==> src/rtl/core/vlrf_pkg.sv <==
// Shared constants, codes and interface types of the legacy virtio register file.
`default_nettype none
package vlrf_pkg;

  localparam int MAX_QUEUES = 8;
  localparam int QIDX_W     = $clog2(MAX_QUEUES);
  localparam int ADDR_W     = 48;
  localparam int PAGE_BYTES = 4096;
  localparam int PAGE_SHIFT = $clog2(PAGE_BYTES);
  localparam int PFN_W      = 32;
  localparam int PAGE_NUM_W = ADDR_W - PAGE_SHIFT;
  localparam int QSIZE_W    = 16;

  localparam logic [15:0] CFG_BASE = 16'd20;

  // Register offsets inside the common window.
  localparam logic [15:0] OFS_DEV_FEAT  = 16'd0;
  localparam logic [15:0] OFS_DRV_FEAT  = 16'd4;
  localparam logic [15:0] OFS_QUEUE_PFN = 16'd8;
  localparam logic [15:0] OFS_QUEUE_NUM = 16'd12;
  localparam logic [15:0] OFS_QUEUE_SEL = 16'd14;
  localparam logic [15:0] OFS_NOTIFY    = 16'd16;
  localparam logic [15:0] OFS_STATUS    = 16'd18;
  localparam logic [15:0] OFS_ISR       = 16'd19;

  // Configuration register indexes.
  localparam logic CFG_DEV_FEATURES = 1'b0;
  localparam logic CFG_QUEUE_COUNT  = 1'b1;

  typedef enum logic [2:0] {
    RC_OK    = 3'd0,
    RC_NOSUP = 3'd1,
    RC_SIZE  = 3'd2,
    RC_INVAL = 3'd3,
    RC_FWD   = 3'd4
  } rc_t;

  typedef enum logic [1:0] {
    CMD_READ  = 2'd0,
    CMD_WRITE = 2'd1,
    CMD_RAISE = 2'd2
  } cmd_t;

  // Updates requested of the per-queue storage by one transaction.
  typedef struct packed {
    logic              sel_wr;
    logic [QIDX_W-1:0] sel_idx;
    logic              size_wr;
    logic [QSIZE_W-1:0] size_val;
    logic              pfn_wr;
    logic [PFN_W-1:0]  pfn_val;
  } ring_ctrl_t;

  // Ring layout of one queue.
  typedef struct packed {
    logic [QSIZE_W-1:0] size;
    logic [ADDR_W-1:0]  desc;
    logic [ADDR_W-1:0]  avail;
    logic [ADDR_W-1:0]  used;
  } ring_view_t;

endpackage
`default_nettype wire

==> src/rtl/core/virtio_legacy_register_file.sv <==
// A transaction taken into the input register has its result loaded into the result
// register, which drives the outputs that the receiver takes.
// Throughput: one transaction per cycle; busy never rises, as each result register
// load also commits the state the next transaction reads.
// The result strobe lasts one cycle and the receiver cannot stall it.
// Synchronous active-low reset clears all status, ISR, queue selection and ring state.
`default_nettype none
module virtio_legacy_register_file
  import vlrf_pkg::*;
(
  input  wire logic                clk,
  input  wire logic                rst_n,
  input  wire logic                start,
  output logic                     busy,
  input  wire logic [1:0]          in_command,
  input  wire logic [2:0]          in_bar_index,
  input  wire logic [15:0]         in_port_offset,
  input  wire logic [2:0]          in_access_bytes,
  input  wire logic [31:0]         in_write_data,
  output logic                     out_valid,
  output logic [2:0]               out_result_code,
  output logic [31:0]              out_read_data,
  output logic [2:0]               out_read_bytes,
  output logic                     out_notify_valid,
  output logic [2:0]               out_notify_queue,
  output logic                     out_forward_valid,
  output logic [15:0]              out_forward_offset,
  output logic                     out_irq_pending,
  output logic [ADDR_W-1:0]        out_desc_addr,
  output logic [ADDR_W-1:0]        out_avail_addr,
  output logic [ADDR_W-1:0]        out_used_addr,
  input  wire logic                cfg_we,
  input  wire logic                cfg_index,
  input  wire logic [31:0]         cfg_wdata
);

  // Configuration.
  logic [31:0] dev_feat_r;
  logic [3:0]  qcount_r;
  logic [3:0]  live_count;

  // Input register.
  logic        in_vld_r;
  logic [1:0]  cmd_r;
  logic [2:0]  bar_r;
  logic [15:0] port_r;
  logic [2:0]  size_r;
  logic [31:0] data_r;

  // Scalar device state.
  logic [7:0]  status_r, status_nxt;
  logic [7:0]  isr_r, isr_nxt;

  // Transaction results.
  rc_t         rc;
  logic [31:0] rdata;
  logic [2:0]  rbytes;
  logic        nv;
  logic [2:0]  nq;
  logic        fv;
  logic [15:0] fo;

  logic        q_ok;
  logic        q_ok_after;
  logic [15:0] d16;
  logic        d16_ok;

  ring_ctrl_t  ring_ctrl;
  ring_view_t  cur_view;
  ring_view_t  nxt_view;

  // Result register.
  logic              out_valid_r;
  logic [2:0]        rc_r;
  logic [31:0]       rdata_r;
  logic [2:0]        rbytes_r;
  logic              nv_r;
  logic [2:0]        nq_r;
  logic              fv_r;
  logic [15:0]       fo_r;
  logic              irq_r;
  logic [ADDR_W-1:0] desc_r, avail_r, used_r;

  logic [QIDX_W-1:0] sel_r;
  logic [QIDX_W-1:0] sel_nxt;

  assign busy = 1'b0;

  assign live_count = (qcount_r > 4'(MAX_QUEUES)) ? 4'(MAX_QUEUES) : qcount_r;
  assign d16        = data_r[15:0];
  assign d16_ok     = d16 < {12'b0, live_count};
  assign q_ok       = {1'b0, sel_r} < live_count;

  always_ff @(posedge clk) begin
    if (!rst_n) begin
      dev_feat_r <= '0;
      qcount_r   <= 4'd1;
    end else if (cfg_we) begin
      case (cfg_index)
        CFG_DEV_FEATURES: dev_feat_r <= cfg_wdata;
        CFG_QUEUE_COUNT:  qcount_r   <= cfg_wdata[3:0];
        default: ;
      endcase
    end
  end

  always_ff @(posedge clk) begin
    if (!rst_n) begin
      in_vld_r <= 1'b0;
    end else begin
      in_vld_r <= start && !busy;
    end
    if (start && !busy) begin
      cmd_r  <= in_command;
      bar_r  <= in_bar_index;
      port_r <= in_port_offset;
      size_r <= in_access_bytes;
      data_r <= in_write_data;
    end
  end

  always_comb begin
    rc         = RC_NOSUP;
    rdata      = '0;
    rbytes     = '0;
    nv         = 1'b0;
    nq         = '0;
    fv         = 1'b0;
    fo         = '0;
    status_nxt = status_r;
    isr_nxt    = isr_r;
    sel_nxt    = sel_r;
    ring_ctrl  = '0;
    ring_ctrl.sel_idx  = d16[QIDX_W-1:0];
    ring_ctrl.size_val = d16;
    ring_ctrl.pfn_val  = data_r;

    case (cmd_t'(cmd_r))
      CMD_RAISE: begin
        isr_nxt = isr_r | data_r[7:0];
        rc      = RC_OK;
      end
      CMD_READ, CMD_WRITE: begin
        if (bar_r == 3'd0) begin
          if (port_r >= CFG_BASE) begin
            rc = RC_FWD;
            fv = 1'b1;
            fo = port_r - CFG_BASE;
          end else if (cmd_t'(cmd_r) == CMD_READ) begin
            case (port_r)
              OFS_DEV_FEAT: begin
                rc     = RC_OK;
                rdata  = dev_feat_r;
                rbytes = 3'd4;
              end
              OFS_QUEUE_PFN: begin
                if (q_ok) begin
                  rc     = RC_OK;
                  rdata  = cur_view.desc[PAGE_SHIFT +: 32];
                  rbytes = 3'd4;
                end
              end
              OFS_QUEUE_NUM: begin
                if (q_ok) begin
                  rc     = RC_OK;
                  rdata  = {16'b0, cur_view.size};
                  rbytes = 3'd2;
                end
              end
              OFS_STATUS: begin
                rc     = RC_OK;
                rdata  = {24'b0, status_r};
                rbytes = 3'd1;
              end
              OFS_ISR: begin
                rc      = RC_OK;
                rdata   = {24'b0, isr_r};
                rbytes  = 3'd1;
                isr_nxt = '0;
              end
              default: ;
            endcase
          end else begin
            case (port_r)
              OFS_DRV_FEAT: begin
                if (size_r != 3'd4) rc = RC_SIZE;
                else rc = (data_r == dev_feat_r) ? RC_OK : RC_INVAL;
              end
              OFS_QUEUE_PFN: begin
                if (size_r != 3'd4) begin
                  rc = RC_SIZE;
                end else if (q_ok) begin
                  ring_ctrl.pfn_wr = 1'b1;
                  rc = RC_OK;
                end
              end
              OFS_QUEUE_NUM: begin
                if (size_r != 3'd2) begin
                  rc = RC_SIZE;
                end else if (q_ok) begin
                  ring_ctrl.size_wr = 1'b1;
                  rc = RC_OK;
                end
              end
              OFS_QUEUE_SEL: begin
                if (size_r != 3'd2) begin
                  rc = RC_SIZE;
                end else if (d16_ok) begin
                  ring_ctrl.sel_wr = 1'b1;
                  sel_nxt = d16[QIDX_W-1:0];
                  rc = RC_OK;
                end
              end
              OFS_NOTIFY: begin
                if (size_r != 3'd2) begin
                  rc = RC_SIZE;
                end else if (d16_ok) begin
                  nv = 1'b1;
                  nq = d16[2:0];
                  rc = RC_OK;
                end
              end
              OFS_STATUS: begin
                if (size_r != 3'd1) begin
                  rc = RC_SIZE;
                end else begin
                  status_nxt = data_r[7:0];
                  rc = RC_OK;
                end
              end
              default: ;
            endcase
          end
        end
      end
      default: ;
    endcase
  end

  assign q_ok_after = {1'b0, sel_nxt} < live_count;

  vlrf_ring_table u_ring_table (
    .clk      (clk),
    .rst_n    (rst_n),
    .upd_en   (in_vld_r),
    .ctrl     (ring_ctrl),
    .cur_view (cur_view),
    .nxt_view (nxt_view)
  );

  always_ff @(posedge clk) begin
    if (!rst_n) begin
      status_r    <= '0;
      isr_r       <= '0;
      sel_r       <= '0;
      out_valid_r <= 1'b0;
    end else begin
      out_valid_r <= in_vld_r;
      if (in_vld_r) begin
        status_r <= status_nxt;
        isr_r    <= isr_nxt;
        sel_r    <= sel_nxt;
      end
    end
    if (in_vld_r) begin
      rc_r     <= rc;
      rdata_r  <= rdata;
      rbytes_r <= rbytes;
      nv_r     <= nv;
      nq_r     <= nq;
      fv_r     <= fv;
      fo_r     <= fo;
      irq_r    <= isr_nxt != 8'd0;
      desc_r   <= q_ok_after ? nxt_view.desc  : '0;
      avail_r  <= q_ok_after ? nxt_view.avail : '0;
      used_r   <= q_ok_after ? nxt_view.used  : '0;
    end
  end

  assign out_valid          = out_valid_r;
  assign out_result_code    = rc_r;
  assign out_read_data      = rdata_r;
  assign out_read_bytes     = rbytes_r;
  assign out_notify_valid   = nv_r;
  assign out_notify_queue   = nq_r;
  assign out_forward_valid  = fv_r;
  assign out_forward_offset = fo_r;
  assign out_irq_pending    = irq_r;
  assign out_desc_addr      = desc_r;
  assign out_avail_addr     = avail_r;
  assign out_used_addr      = used_r;

endmodule
`default_nettype wire

==> src/rtl/core/vlrf_ring_table.sv <==
// Per-queue ring storage with a shadow copy of the selected queue and PFN layout math.
`default_nettype none
module vlrf_ring_table
  import vlrf_pkg::*;
(
  input  wire logic       clk,
  input  wire logic       rst_n,
  input  wire logic       upd_en,
  input  wire ring_ctrl_t ctrl,
  output ring_view_t      cur_view,
  output ring_view_t      nxt_view
);

  ring_view_t ring_r [MAX_QUEUES];
  ring_view_t cur_r;
  ring_view_t cur_nxt;
  ring_view_t pfn_layout;

  logic [QIDX_W-1:0]     sel_r;
  logic [QIDX_W-1:0]     sel_nxt;
  logic [20:0]           ring_bytes;
  logic [20:0]           ring_round;
  logic [PAGE_NUM_W-1:0] used_page;

  // The rings start on the PFN page; the used ring begins on the first page
  // boundary after 16*size descriptor bytes plus the 6+2*size avail ring.
  always_comb begin
    ring_bytes = {1'b0, cur_r.size, 4'b0} + {4'b0, cur_r.size, 1'b0} + 21'd6;
    ring_round = ring_bytes + 21'(PAGE_BYTES - 1);
    used_page  = PAGE_NUM_W'(ctrl.pfn_val) + PAGE_NUM_W'(ring_round[20:PAGE_SHIFT]);
    pfn_layout.size  = cur_r.size;
    pfn_layout.desc  = {PAGE_NUM_W'(ctrl.pfn_val), {PAGE_SHIFT{1'b0}}};
    pfn_layout.avail = pfn_layout.desc + ADDR_W'({cur_r.size, 4'b0});
    pfn_layout.used  = {used_page, {PAGE_SHIFT{1'b0}}};
  end

  always_comb begin
    cur_nxt = cur_r;
    sel_nxt = sel_r;
    if (upd_en) begin
      if (ctrl.sel_wr) begin
        sel_nxt = ctrl.sel_idx;
        cur_nxt = ring_r[ctrl.sel_idx];
      end else if (ctrl.size_wr) begin
        cur_nxt.size = ctrl.size_val;
      end else if (ctrl.pfn_wr) begin
        cur_nxt = pfn_layout;
      end
    end
  end

  always_ff @(posedge clk) begin
    if (!rst_n) begin
      sel_r <= '0;
      cur_r <= '0;
      for (int i = 0; i < MAX_QUEUES; i++) begin
        ring_r[i] <= '0;
      end
    end else begin
      sel_r <= sel_nxt;
      cur_r <= cur_nxt;
      if (upd_en && (ctrl.size_wr || ctrl.pfn_wr)) begin
        ring_r[sel_r] <= cur_nxt;
      end
    end
  end

  assign cur_view = cur_r;
  assign nxt_view = cur_nxt;

endmodule
`default_nettype wire
==> config.mk <==
export PLATFORM = sky130hd
export DESIGN_NAME = virtio_legacy_register_file
export DESIGN_NICKNAME = d
export VERILOG_FILES = /design/src/rtl/core/vlrf_pkg.sv /design/src/rtl/core/virtio_legacy_register_file.sv /design/src/rtl/core/vlrf_ring_table.sv
export SDC_FILE = /design/constraint.sdc
export NUM_CORES = 2
export LEC_CHECK = 0
export BUFFER_PORTS_ARGS = -buffer_cell sky130_fd_sc_hd__buf_4
export CORE_UTILIZATION = 40
export CTS_CLUSTER_SIZE = 10
export DETAILED_ROUTE_END_ITERATION = 8
export PLACE_DENSITY_LB_ADDON = 0.12
export RECOVER_POWER = 50
export SLEW_MARGIN = 20
export SYNTH_ARGS = -nofsm -noshare
export SYNTH_HDL_FRONTEND = slang
export SYNTH_SLANG_ARGS = --single-unit
==> constraint.sdc <==
create_clock -name clk -period 11.1 [get_ports clk]
set_input_delay 2.22 -clock clk [delete_from_list [all_inputs] [get_ports clk]]
set_output_delay 2.22 -clock clk [all_outputs]
set_load 0.01 [all_outputs]
==> flow_metrics.env <==
export IMPL_min_period_over_period=0.759
export IMPL_grt_pass1_vias=47300
export IMPL_final_area_mm2=0.0844
export IMPL_synth_commonest_cells="nor2_1, edfxtp_1, mux4_2, clkbuf_1, dfxtp_1"
export IMPL_r2r_setup_slack_ns=2.68
export IMPL_r2r_end="out_desc_addr[22]"
export IMPL_yosysUniqueCellTypes=71
export IMPL_dieArea_mm2=0.189
export IMPL_violations="max-capacitance violations, max-slew violations"
export IMPL_critPathRequiredTime_ns=11.74
export IMPL_ys_async_sr_fraction=0
export IMPL_ctsResizeCount=0
export IMPL_firstDrtPassIters=6
export IMPL_min_period_ns=8.42
export IMPL_synth_most_common_cell="nor2_1"
export IMPL_io_pins=299
export IMPL_final_nets=5812
export IMPL_worst_pin_slew_ns=4.97
export IMPL_drc=0
export IMPL_initial_utilization=0.403
export IMPL_syn_avg_cell_area_um2=13.7
export IMPL_clkTransAtPathRegs_ns=0.06
export IMPL_postCtsSetupBuffers=0
export IMPL_synth_top_cell_area_share=0.617
export IMPL_hold_violations=0
export IMPL_ir_drop_mv=0.129
export IMPL_place_hpwl_um=130000
export IMPL_cts_tree="yes"
export IMPL_reg2reg_from="port_r[5]"
export IMPL_synth_nets=5600
export IMPL_synth_area_leaders="edfxtp_1, mux4_2, nor2_1"
export IMPL_arrival_ns=9.06
export IMPL_finClkSkew_ns=0.0446
export IMPL_crit_type="reg2reg"
export IMPL_status="finished, violations left"
export IMPL_ys_ff_latch=1763
export IMPL_syn_cell_area_mm2=0.0749
export IMPL_p_per_area_mw_per_mm2=172
export IMPL_port_buffers=297
export IMPL_relSlewSlack=-2.31
export IMPL_drive_above_1_share=0.153
export IMPL_cp_end_kind="register"
export IMPL_maxCapViolCount=40
export IMPL_slew_violations=1322
export IMPL_fp_dieW_um=435
export IMPL_startpoint_type="register"
export IMPL_rsz0062_at_grt="no"
export IMPL_holdPathEnd="qcount_r[2]"
export IMPL_via_per_inst=5.58
export IMPL_clk_path_buf_depth=3
export IMPL_cts_hold_buf=0
export IMPL_ys_seq_area_frac=0.677
export IMPL_cts_root_buf="clkbuf_16"
export IMPL_antenna_found_initial=3
export IMPL_cts_buffers=200
export IMPL_setup_tns_final_ns=0
export IMPL_synth_edff_count=1540
export IMPL_drtIter0Drc=4517
export IMPL_seq_area_mm2=0.0507
export IMPL_routed_via_count=46300
export IMPL_clock_sinks=1763
export IMPL_netlist_top_cell_by_area="edfxtp_1"
export IMPL_ant_nets=0
export IMPL_hold_class="reg2reg"
export IMPL_yosysWarnings=0
export IMPL_finalSetupViolCount=0
export IMPL_worstHoldStart="qcount_r[2]"
export IMPL_core_area_mm2=0.186
export IMPL_rr_worst_depth=9
export IMPL_grt_max_degree=147
export IMPL_place_area_mm2=0.0798
export IMPL_gr_usage_all_layers=0.242
export IMPL_rows=158
export IMPL_p_leak_nw=28.0
export IMPL_ys_flop_type="edfxtp_1"
export IMPL_clock_fmax_mhz=119
export IMPL_synthToLayoutAreaGrowth_pct=12.7
export IMPL_wl_um=231000
export IMPL_grt_overflow_total=0
export IMPL_die_h_um=435
export IMPL_gp_congestion=0.835
export IMPL_multi_input_area_mm2=0.0224
export IMPL_nFillCells=16900
export IMPL_holdPathStages=2
export IMPL_path_max_fanout=42
export IMPL_cts_htree_levels=4
export IMPL_grt_pass1_wl_um=336000
export IMPL_wl_per_cell_um=27.8
export IMPL_syn_instance_count=5450
export IMPL_insertion_delay_ns=0.85
==> critical path: stages (launching register included) <==
cell and delay [ns]:
edfxtp_1 0.44, or4_1 0.67, or4_1 0.90, or3_1 1.07, buf_4 0.60, a21oi_1 0.21, buf_4 0.34, clkbuf_1 2.16
o21ai_0 1.33, nor2_1 0.39
==> how the worst max path moves through the flow <==
stage          startpoint                         end  slack, ns  cells after the start
6_report        port_r[5]           out_desc_addr[22]       2.68                      9
3_3_place_gp    port_r[5]   u_ring_table.ring_r[4][7]       5.04                      8
4_1_cts         port_r[5]  u_ring_table.ring_r[5][88]       4.87                      8
2_1_floorplan    in_vld_r   u_ring_table.ring_r[4][0]       0.81                      6
3_5_place_dp    port_r[5]   u_ring_table.ring_r[5][2]       4.92                      8
5_1_grt         port_r[5]  u_ring_table.ring_r[0][34]       2.34                      8
==> kinds of logic (layout without fill, tap and decap cells) <==
logic type	Yosys count	after routing	share of synthesized area
adders and majority gates	57	57	0.00972
and+or+nand+nor	2133	2133	0.114
xor gates and xnor gates	102	102	0.0119
muxes	497	497	0.122
DFF	1763	1763	0.677
buffers and inverters	412	788	0.0228
AOI/OAI and AO/OA	485	485	0.0425
other	1	3	0.0000500
==> per-layer routing <==
layer	part of all wire	GRT usage	wire length, um	up-vias
met5	0	0	0	-
met4	0.024	0.0638	5630	0
met3	0.054	0.0322	12400	267
met2	0.50	0.412	115000	1515
met1	0.43	0.326	98200	24300
li1	-	-	-	20300
==> layout by cell type, fill, tap and decap left out, types with 50 or more instances in the layout <==
master / count
a21oi_1: 128
mux4_2: 320
buf_4: 102
nand2_1: 214
nor2b_1: 50
nor2_1: 1692
o21ai_0: 105
clkbuf_1: 379
dfxtp_1: 220
xor2_1: 52
ha_1: 55
clkbuf_16: 201
mux2i_1: 62
o22ai_1: 70
edfxtp_1: 1540
xnor2_1: 50
mux2_2: 115
==> through the flow <==
stage | setup slack, ns | hold WS, ns | power [mW] | cells | util
floorplan | 0.805 | 0.436 | 8.26 | 5450 | -
global placement | 5.04 | 0.454 | 8.65 | 7940 | 0.429
detailed placement | 4.92 | 0.449 | 8.66 | 7940 | 0.429
CTS | 4.87 | 0.457 | 14.7 | 8306 | 0.461
global route | 2.34 | 0.483 | 15.0 | 8307 | 0.454
finish | 2.68 | 0.456 | 14.6 | 8308 | 0.454
==> sequential cells by signal (all words and copies together), names as in the netlist, 4 cells and up, named ones only <==
register and count:
data_r 32, dev_feat_r 32, isr_r 8, out_avail_addr 48, out_desc_addr 48, out_forward_offset 16
out_read_data 32, out_used_addr 48, port_r 16, qcount_r 4, status_r 8, u_ring_table.cur_view 160
u_ring_table.ring_r 1280
==> where the power goes <==
part	internal [mW]	switching, mW	leakage (nW)
clock	3.44	2.64	2.78
sequential	7.40	0.114	17.5
combinational	0.381	0.585	7.73
total	11.2	3.33	28.0
==> layout make-up <==
type / instances / area share
sequential: 1763 / 0.601
multi-input combinational: 3275 / 0.266
clock buffer: 352 / 0.0674
tap: 2480 / 0.0368
timing repair buffer: 394 / 0.0264
clock inverter: 14 / 0.00175
inverter: 28 / 0.00126
antenna: 2 / 0.0000593
Power figures use the tool's default switching activity.
